[config.mk]
export PLATFORM = sky130hd
export DESIGN_NAME = masked_byte_pattern_scan_unit
export DESIGN_NICKNAME = d
export VERILOG_FILES = /design/src/rtl/mbps_pkg.sv /design/src/rtl/mbps_front.sv /design/src/rtl/mbps_queue.sv /design/src/rtl/mbps_back.sv /design/src/rtl/masked_byte_pattern_scan_unit.sv
export SDC_FILE = /design/constraint.sdc
export NUM_CORES = 2
export LEC_CHECK = 0
export BUFFER_PORTS_ARGS = -buffer_cell sky130_fd_sc_hd__buf_2
export CAP_MARGIN = 20
export CORE_UTILIZATION = 60
export CTS_BUF_LIST = sky130_fd_sc_hd__clkbuf_4 sky130_fd_sc_hd__clkbuf_8
export CTS_CLUSTER_SIZE = 30
export DETAILED_ROUTE_END_ITERATION = 8
export PLACE_DENSITY_LB_ADDON = 0.05
export REMOVE_ABC_BUFFERS = 1
export SLEW_MARGIN = 40
export SYNTH_ARGS = -nofsm -noshare
export SYNTH_HDL_FRONTEND = slang
export SYNTH_SLANG_ARGS = --single-unit
[constraint.sdc]
create_clock -name clock -period 15.8 [get_ports clock]
set_clock_uncertainty 0.1 [all_clocks]
set_input_delay 0.79 -clock clock [delete_from_list [all_inputs] [get_ports clock]]
set_output_delay 0.79 -clock clock [all_outputs]
set_load 0.02 [all_outputs]
[src/rtl/mbps_pkg.sv]
// shared types and constants for the masked byte pattern scan unit
// no dependencies; imported by every module of the block
package mbps_pkg;

   localparam int LANE_BITS     = 8;
   localparam int PATTERN_SLOTS = 16;
   localparam int SLOT_BITS     = $clog2(PATTERN_SLOTS);
   localparam int LENGTH_BITS   = 5;
   localparam int WORD_BITS     = 64;
   localparam int ADDR_BITS     = 64;
   localparam int CSR_INDEX_BITS = 3;
   localparam int QUEUE_DEPTH   = 2;

   localparam logic [LANE_BITS-1:0] BYTE_MASK = 8'hff;

   typedef enum logic [CSR_INDEX_BITS-1:0] {
      CSR_PATTERN_LOW    = 3'd0,
      CSR_PATTERN_HIGH   = 3'd1,
      CSR_MASK_LOW       = 3'd2,
      CSR_MASK_HIGH      = 3'd3,
      CSR_PATTERN_LENGTH = 3'd4,
      CSR_REGION_BASE    = 3'd5
   } csr_index_type;

   typedef logic [LANE_BITS-1:0] lane_type;

   typedef struct packed {
      logic empty;
      logic full;
   } queue_status_type;

endpackage

[src/rtl/mbps_front.sv]
// front end: byte window, masked compare and first-match tracking per region
// depends on mbps_pkg; pushes one record per region into mbps_queue
module mbps_front #(
   parameter int MAX_PATTERN_BYTES = 16,
   parameter int OFFSET_BITS       = 32
) (
   input  logic                                       clock,
   input  logic                                       reset,
   input  logic                                       req_tvalid,
   output logic                                       req_tready,
   input  logic [7:0]                                 req_tdata,   // data_byte
   input  logic                                       req_tlast,   // is_last
   input  logic [2*mbps_pkg::WORD_BITS-1:0]           pattern,
   input  logic [2*mbps_pkg::WORD_BITS-1:0]           mask,
   input  logic [mbps_pkg::LENGTH_BITS-1:0]           pattern_length,
   input  mbps_pkg::queue_status_type                 q_status,
   output logic                                       push,
   output logic [OFFSET_BITS:0]                       push_data   // offset, found on top
);
   import mbps_pkg::*;

   localparam logic [LENGTH_BITS-1:0] MAX_LEN = LENGTH_BITS'(MAX_PATTERN_BYTES);

   lane_type                window_ff [MAX_PATTERN_BYTES];
   lane_type                window_in [MAX_PATTERN_BYTES];
   logic [OFFSET_BITS-1:0]  count_ff, count_in;
   logic                    seen_ff, seen_in;
   logic [OFFSET_BITS-1:0]  offset_ff, offset_in;

   lane_type                pat_lane [PATTERN_SLOTS];
   lane_type                msk_lane [PATTERN_SLOTS];
   lane_type                shifted [MAX_PATTERN_BYTES];
   logic [MAX_PATTERN_BYTES-1:0] lane_ok;
   logic                    accept;
   logic                    advanced;
   logic [OFFSET_BITS-1:0]  count_next;
   logic [OFFSET_BITS-1:0]  len_wide;
   logic                    len_ok;
   logic                    hit;
   logic                    found_now;
   logic [OFFSET_BITS-1:0]  offset_now;

   assign req_tready = !q_status.full;
   assign accept     = req_tvalid && req_tready;

   always_comb begin
      for (int i = 0; i < PATTERN_SLOTS; i++) begin
         pat_lane[i] = pattern[i*LANE_BITS +: LANE_BITS];
         msk_lane[i] = mask[i*LANE_BITS +: LANE_BITS];
      end
   end

   // window after taking the new byte, newest at entry 0
   always_comb begin
      shifted[0] = req_tdata & BYTE_MASK;
      for (int k = 1; k < MAX_PATTERN_BYTES; k++) begin
         shifted[k] = window_ff[k-1];
      end
   end

   // window entry j lines up with pattern byte length-1-j
   always_comb begin
      logic [LENGTH_BITS-1:0] idx;
      for (int j = 0; j < MAX_PATTERN_BYTES; j++) begin
         idx = pattern_length - LENGTH_BITS'(j) - LENGTH_BITS'(1);
         if (LENGTH_BITS'(j) < pattern_length) begin
            lane_ok[j] = (shifted[j] & msk_lane[idx[SLOT_BITS-1:0]]) ==
                         (pat_lane[idx[SLOT_BITS-1:0]] & msk_lane[idx[SLOT_BITS-1:0]]);
         end else begin
            lane_ok[j] = 1'b1;
         end
      end
   end

   assign advanced   = (count_ff != '1);
   assign count_next = advanced ? count_ff + OFFSET_BITS'(1) : count_ff;
   assign len_wide   = OFFSET_BITS'(pattern_length);
   assign len_ok     = (pattern_length != '0) && (pattern_length <= MAX_LEN);
   assign hit        = !seen_ff && advanced && len_ok && (count_next >= len_wide) &&
                       (&lane_ok);
   assign found_now  = seen_ff || hit;
   assign offset_now = hit ? count_next - len_wide : offset_ff;

   assign push      = accept && req_tlast;
   assign push_data = {found_now, offset_now};

   always_comb begin
      window_in = window_ff;
      count_in  = count_ff;
      seen_in   = seen_ff;
      offset_in = offset_ff;
      if (accept) begin
         if (req_tlast) begin
            for (int k = 0; k < MAX_PATTERN_BYTES; k++) begin
               window_in[k] = '0;
            end
            count_in  = '0;
            seen_in   = 1'b0;
            offset_in = '0;
         end else begin
            window_in = shifted;
            count_in  = count_next;
            seen_in   = found_now;
            offset_in = offset_now;
         end
      end
   end

   always_ff @(posedge clock) begin
      if (reset) begin
         for (int k = 0; k < MAX_PATTERN_BYTES; k++) begin
            window_ff[k] <= '0;
         end
         count_ff  <= '0;
         seen_ff   <= 1'b0;
         offset_ff <= '0;
      end else begin
         window_ff <= window_in;
         count_ff  <= count_in;
         seen_ff   <= seen_in;
         offset_ff <= offset_in;
      end
   end

endmodule

[src/rtl/mbps_queue.sv]
// short fifo of per-region records between front end and result stage
// depends on mbps_pkg for depth and status struct
module mbps_queue #(
   parameter int WIDTH = 33
) (
   input  logic                       clock,
   input  logic                       reset,
   input  logic                       push,
   input  logic [WIDTH-1:0]           push_data,
   input  logic                       pop,
   output logic [WIDTH-1:0]           pop_data,
   output mbps_pkg::queue_status_type status
);
   import mbps_pkg::*;

   localparam int PTR_BITS = (QUEUE_DEPTH > 1) ? $clog2(QUEUE_DEPTH) : 1;
   localparam int CNT_BITS = $clog2(QUEUE_DEPTH + 1);
   localparam logic [PTR_BITS-1:0] LAST_PTR = PTR_BITS'(QUEUE_DEPTH - 1);
   localparam logic [CNT_BITS-1:0] FULL_CNT = CNT_BITS'(QUEUE_DEPTH);

   logic [WIDTH-1:0]    entry_ff [QUEUE_DEPTH];
   logic [PTR_BITS-1:0] wr_ptr_ff, wr_ptr_in;
   logic [PTR_BITS-1:0] rd_ptr_ff, rd_ptr_in;
   logic [CNT_BITS-1:0] count_ff, count_in;

   assign status.empty = (count_ff == '0);
   assign status.full  = (count_ff == FULL_CNT);
   assign pop_data     = entry_ff[rd_ptr_ff];

   always_comb begin
      wr_ptr_in = wr_ptr_ff;
      rd_ptr_in = rd_ptr_ff;
      count_in  = count_ff;
      if (push) begin
         wr_ptr_in = (wr_ptr_ff == LAST_PTR) ? '0 : wr_ptr_ff + PTR_BITS'(1);
      end
      if (pop) begin
         rd_ptr_in = (rd_ptr_ff == LAST_PTR) ? '0 : rd_ptr_ff + PTR_BITS'(1);
      end
      if (push && !pop) begin
         count_in = count_ff + CNT_BITS'(1);
      end else if (pop && !push) begin
         count_in = count_ff - CNT_BITS'(1);
      end
   end

   always_ff @(posedge clock) begin
      if (push) begin
         entry_ff[wr_ptr_ff] <= push_data;
      end
   end

   always_ff @(posedge clock) begin
      if (reset) begin
         wr_ptr_ff <= '0;
         rd_ptr_ff <= '0;
         count_ff  <= '0;
      end else begin
         wr_ptr_ff <= wr_ptr_in;
         rd_ptr_ff <= rd_ptr_in;
         count_ff  <= count_in;
      end
   end

endmodule

[src/rtl/mbps_back.sv]
// result stage: adds region base to match offset and holds the output register
// depends on mbps_pkg; drains records from mbps_queue
module mbps_back #(
   parameter int OFFSET_BITS = 32
) (
   input  logic                              clock,
   input  logic                              reset,
   input  logic [mbps_pkg::ADDR_BITS-1:0]    region_base,
   input  mbps_pkg::queue_status_type        q_status,
   input  logic [OFFSET_BITS:0]              q_data,     // offset, found on top
   output logic                              pop,
   output logic                              rsp_tvalid,
   input  logic                              rsp_tready,
   output logic [63:0]                       rsp_tdata,  // match_address
   output logic                              rsp_tuser   // found
);
   import mbps_pkg::*;

   logic                 valid_ff, valid_in;
   logic                 found_ff;
   logic [ADDR_BITS-1:0] addr_ff;
   logic                 rec_found;
   logic [ADDR_BITS-1:0] rec_addr;

   assign rec_found = q_data[OFFSET_BITS];
   assign rec_addr  = rec_found ?
                      region_base + ADDR_BITS'(q_data[OFFSET_BITS-1:0]) : '0;

   assign pop      = !q_status.empty && (!valid_ff || rsp_tready);
   assign valid_in = pop ? 1'b1 : (rsp_tready ? 1'b0 : valid_ff);

   always_ff @(posedge clock) begin
      if (pop) begin
         found_ff <= rec_found;
         addr_ff  <= rec_addr;
      end
   end

   always_ff @(posedge clock) begin
      if (reset) begin
         valid_ff <= 1'b0;
      end else begin
         valid_ff <= valid_in;
      end
   end

   assign rsp_tvalid = valid_ff;
   assign rsp_tdata  = addr_ff;
   assign rsp_tuser  = found_ff;

endmodule

[src/rtl/masked_byte_pattern_scan_unit.sv]
// top level of the masked byte pattern scan unit: register file and wiring
// depends on mbps_pkg, mbps_front, mbps_queue and mbps_back
//
// The req channel carries a memory region one byte per transaction, with
// req_tlast on its final byte. The unit compares the newest pattern_length
// bytes against the configured pattern under a per-byte mask (mask byte of
// zero = wildcard) after every byte and keeps the first matching offset.
// For each region one transaction leaves on rsp: rsp_tuser is the found flag,
// rsp_tdata is region_base plus the first match offset (zero if not found).
// Throughput: one byte per cycle while the queue is not full, set by the window
// shift and parallel compare in the front end. The edge that takes the last byte
// of a region writes its record into the queue, from which it is then loaded
// into the result register that drives rsp_tvalid, rsp_tdata and rsp_tuser.
// A stalled rsp side fills the two-entry queue; req_tready drops only when
// the queue is full, so bytes of the next region keep flowing meanwhile.
// Reset clears the window, counters and queue, and loads the registers with
// pattern zero, masks all ones, length zero and base zero. csr writes take
// effect at the next edge and are meant for idle periods only.
module masked_byte_pattern_scan_unit #(
   parameter int MAX_PATTERN_BYTES = 16,
   parameter int OFFSET_BITS       = 32
) (
   input  logic                                  clock,
   input  logic                                  reset,
   input  logic                                  req_tvalid,
   output logic                                  req_tready,
   input  logic [7:0]                            req_tdata,   // [7:0] data_byte
   input  logic                                  req_tlast,   // is_last
   output logic                                  rsp_tvalid,
   input  logic                                  rsp_tready,
   output logic [63:0]                           rsp_tdata,   // [63:0] match_address
   output logic                                  rsp_tuser,   // found
   input  logic                                  csr_wen,
   input  logic [mbps_pkg::CSR_INDEX_BITS-1:0]   csr_index,
   input  logic [mbps_pkg::WORD_BITS-1:0]        csr_wdata
);
   import mbps_pkg::*;

   logic [WORD_BITS-1:0]   pattern_low_ff, pattern_high_ff;
   logic [WORD_BITS-1:0]   mask_low_ff, mask_high_ff;
   logic [LENGTH_BITS-1:0] length_ff;
   logic [ADDR_BITS-1:0]   base_ff;

   queue_status_type       q_status;
   logic                   push, pop;
   logic [OFFSET_BITS:0]   push_data, pop_data;

   always_ff @(posedge clock) begin
      if (reset) begin
         pattern_low_ff  <= '0;
         pattern_high_ff <= '0;
         mask_low_ff     <= '1;
         mask_high_ff    <= '1;
         length_ff       <= '0;
         base_ff         <= '0;
      end else if (csr_wen) begin
         case (csr_index_type'(csr_index))
            CSR_PATTERN_LOW:    pattern_low_ff  <= csr_wdata;
            CSR_PATTERN_HIGH:   pattern_high_ff <= csr_wdata;
            CSR_MASK_LOW:       mask_low_ff     <= csr_wdata;
            CSR_MASK_HIGH:      mask_high_ff    <= csr_wdata;
            CSR_PATTERN_LENGTH: length_ff       <= csr_wdata[LENGTH_BITS-1:0];
            CSR_REGION_BASE:    base_ff         <= csr_wdata;
            default: ;
         endcase
      end
   end

   mbps_front #(
      .MAX_PATTERN_BYTES (MAX_PATTERN_BYTES),
      .OFFSET_BITS       (OFFSET_BITS)
   ) u_front (
      .clock          (clock),
      .reset          (reset),
      .req_tvalid     (req_tvalid),
      .req_tready     (req_tready),
      .req_tdata      (req_tdata),
      .req_tlast      (req_tlast),
      .pattern        ({pattern_high_ff, pattern_low_ff}),
      .mask           ({mask_high_ff, mask_low_ff}),
      .pattern_length (length_ff),
      .q_status       (q_status),
      .push           (push),
      .push_data      (push_data)
   );

   mbps_queue #(
      .WIDTH (OFFSET_BITS + 1)
   ) u_queue (
      .clock     (clock),
      .reset     (reset),
      .push      (push),
      .push_data (push_data),
      .pop       (pop),
      .pop_data  (pop_data),
      .status    (q_status)
   );

   mbps_back #(
      .OFFSET_BITS (OFFSET_BITS)
   ) u_back (
      .clock       (clock),
      .reset       (reset),
      .region_base (base_ff),
      .q_status    (q_status),
      .q_data      (pop_data),
      .pop         (pop),
      .rsp_tvalid  (rsp_tvalid),
      .rsp_tready  (rsp_tready),
      .rsp_tdata   (rsp_tdata),
      .rsp_tuser   (rsp_tuser)
   );

endmodule

==> flow_summary.yaml <==
route:
  first_pass_iters: 9
  drt-total-wl_um: 214000
  wire_per_inst_um: 33.8
  dr_total_vias: 47400
  detail-route-antenna-nets: 0
  drt-initial-drc-count: 7960
  drc: 5
  routed_via_density: 7.48
sta:
  rsz0062_at_grt: "no"
  timing.max_slew.rel_slack_pct: 31.6
  tightest_slew_ns: 1.02
  drv_slew: 0
  fin_hold_ws_ns: 0.172
  fmax_mhz: 126
  min_period_ns: 7.93
  setup_viol: 0
  layout_setup_ws_ns: 7.87
  period_share_pct: 50.2
  finalHoldViolCount: 0
floorplan:
  ioPinCount: 148
  placementRows: 102
  coreArea_um2: 77500
  fp.dieH_um: 282
  start_util_pct: 60.7
  fp.dieW_um: 282
  fp.dieArea_um2: 79500
yosys:
  syn_inst: 5324
  ys_ff_latch: 647
  synth_cell_types: 100
  synth_edf_count: 131
  yosysMostFrequentCell: "nand2_1"
  synth_area_leaders: "dfxtp_1, mux4_2, edfxtp_1"
  syn_area_um2: 47100
  synth_common_cells: "nand2_1, dfxtp_1, a21oi_1, mux4_2, clkbuf_1"
  async_reset_ff_share_pct: 0
  synth_top_area_cell: "dfxtp_1"
  yosysWarningCount: 0
  syn_avg_cell_area_um2: 8.84
  synth_top_area_share_pct: 22.0
  synthFlopType: "dfxtp_1"
  ys_seq_area_share_pct: 30.3
cells_and_area:
  synthToLayoutAreaGrowth_pct: 7.59
  finalNetCount: 5337
  drive_above_1_share_pct: 17.3
outcome:
  violations: "design-rule violations"
  status: "complete, but fails checks"
power_and_ir_drop:
  ir_worst_vdd_v: 0.000116
  leakage_uw: 0.0174
  power_density_nw_per_um2: 94.3
cts:
  clkLatencyLatePin_ns: 0.81
  cts_num_sinks: 647
  numCtsBuffers: 109
  hold_buffers: 0
  cts-root-buf: "clkbuf_8"
  cts.path.max_buffers: 3
  h-tree-depth: 3
  cts_tree: "done"
  cts_resized: 0
  path_clk_slew_ns: 0.07
  post-cts-setup-buffers: 0
place:
  gp_congestion: 1.15
  port_buffers: 147
  dp_hpwl_um: 155000
  place_ws_ns: 7.90
worst_setup_path:
  cp_data_required_time_ns: 16.26
  cp_common_cell: "buf_4"
  critical_path.slowest_cell: "ha_4"
  arrival_ns: 8.39
  crit_path_max_fanout: 75
  regToRegSetupSlack_ns: 7.87
  cp_num_buf_inv: 5
  crit_path_cell_trace: "inv_1, ha_4, buf_12, buf_6, mux4_2, nor2b_1, a221oi_1, a21oi_1, or4_1, nor4_1, a211oi_1, a2111oi_4, nand4_1, buf_4, nor2_2, buf_4, mux2_2"
  max_stage_delay_ns: 0.75
  worst_setup_path_start_kind: "flip-flop"
  cp-end-kind: "flip-flop"
  path_class: "reg -> reg"
  crit_family: "buffers and inverters"
global_route:
  grt_overflow_total: 0
  grt_pass1_wl_um: 302000
  track_usage_pct: 52.7
  antenna_found_initial: 14
  grt_max_degree: 127
  grt_pass1_vias: 43500
min_path:
  min_path_type: "in -> reg"
flow_run:
  max_cap_violations: 0
## flip-flops by register name, summed over array words and instances (netlist names), named ones only
name / count
u_queue.rd_ptr_ff: 1
u_back.rsp_tdata: 64
u_front.offset_ff: 32
u_front.seen_ff: 1
u_queue.entry_ff: 66
u_queue.count_ff: 2
u_back.rsp_tvalid: 1
base_ff: 64
mask_high_ff: 64
u_front.count_ff: 32
pattern_low_ff: 64
u_back.rsp_tuser: 1
u_front.shifted: 120
pattern_high_ff: 64
length_ff: 5
mask_low_ff: 64
u_queue.wr_ptr_ff: 1
## path summary, 6_finish.rpt
kind | startpoint | end | cells after the start
worst max-delay path | length_ff[1] | u_queue.entry_ff[1][28] | 17
worst min-delay path | rsp_tready | u_back.rsp_tvalid | 3
worst max register to register | length_ff[1] | u_queue.entry_ff[1][28] | 17
worst min register to register | base_ff[5] | base_ff[5] | 2
## worst register-to-register path: stages (launching register included)
cell       delay [ns]
dfxtp_4          0.69
inv_1            0.50
ha_4             0.76
buf_12           0.32
buf_6            0.66
mux4_2           0.64
nor2b_1          0.17
a221oi_1         0.24
a21oi_1          0.07
or4_1            0.46
nor4_1           0.60
a211oi_1         0.22
a2111oi_4        0.63
nand4_1          0.18
buf_4            0.32
nor2_2           0.33
buf_4            0.38
mux2_2           0.41
## metrics by stage
step                      area, um^2  instances  setup TNS (ns)  util, %  power, uW
after floorplan                45000       4873        -1355.92        -       2540
after global placement         47800       6128               0     61.7       2940
after detailed placement       47900       6133               0     61.9       2960
after CTS                      50500       6328               0     65.2       4710
after global routing           50600       6333               0     65.3       4870
final                          50600       6339               0     65.3       4770
## cells by family (layout without fill, tap and decap cells)
group	after synthesis	count (layout)	share of synthesized area, %
and+or+nand+nor	2108	2108	21.6
AOI/OAI and AO/OA	1144	1144	15.6
DFF	647	647	30.3
muxes	592	592	21.8
buffers and inverters	568	534	5.32
xor gates and xnor gates	215	215	4.02
adders and majority gates	50	50	1.36
other	0	9	0
## cell usage in the layout, fill, tap and decap left out, drive strengths merged, types with 45 or more instances in the layout
master / Yosys / routed
nor3: 89 / 89
and3: 45 / 45
xnor2: 74 / 74
edfxtp: 131 / 131
nor2b: 66 / 66
nand4: 57 / 57
nand2b: 87 / 87
mux2: 74 / 74
nor2: 204 / 204
nand2: 997 / 997
a21oi: 456 / 456
ha: 48 / 48
xor2: 141 / 141
mux4: 337 / 337
mux2i: 181 / 181
clkbuf: 300 / 156
dfxtp: 516 / 516
buf: 151 / 222
nand3: 243 / 243
inv: 117 / 121
a31oi: 55 / 55
nor4: 49 / 49
nand3b: 118 / 118
o21ai: 202 / 202
## per-layer routing
| metal | wire, um | GRT usage, % | vias to the layer above |
|---|---|---|---|
| met5 | 202 | 1.28 | - |
| met1 | 70500 | 60.8 | 22700 |
| met2 | 89100 | 76.6 | 4080 |
| met3 | 30900 | 19.0 | 1070 |
| li1 | - | - | 19500 |
| met4 | 23400 | 47.0 | 12 |
## cell type report
class / count / area [um^2]
well taps: 1040 / 1300
inverters: 117 / 444
fillers: 6218 / 26800
clock buffers: 156 / 1980
repair buffers: 222 / 1470
diodes: 9 / 22.5
clock inverters: 39 / 596
multi-input cells: 4109 / 30500
flip-flops and latches: 647 / 14300
## where the power goes
| group | switching [uW] | leakage [uW] | internal (uW) |
|---|---|---|---|
| Clock | 790 | 0.00134 | 1000 |
| Sequential | 82.2 | 0.00544 | 1830 |
| Combinational | 748 | 0.0106 | 316 |
No activity file was read; power rests on OpenSTA's default activity.
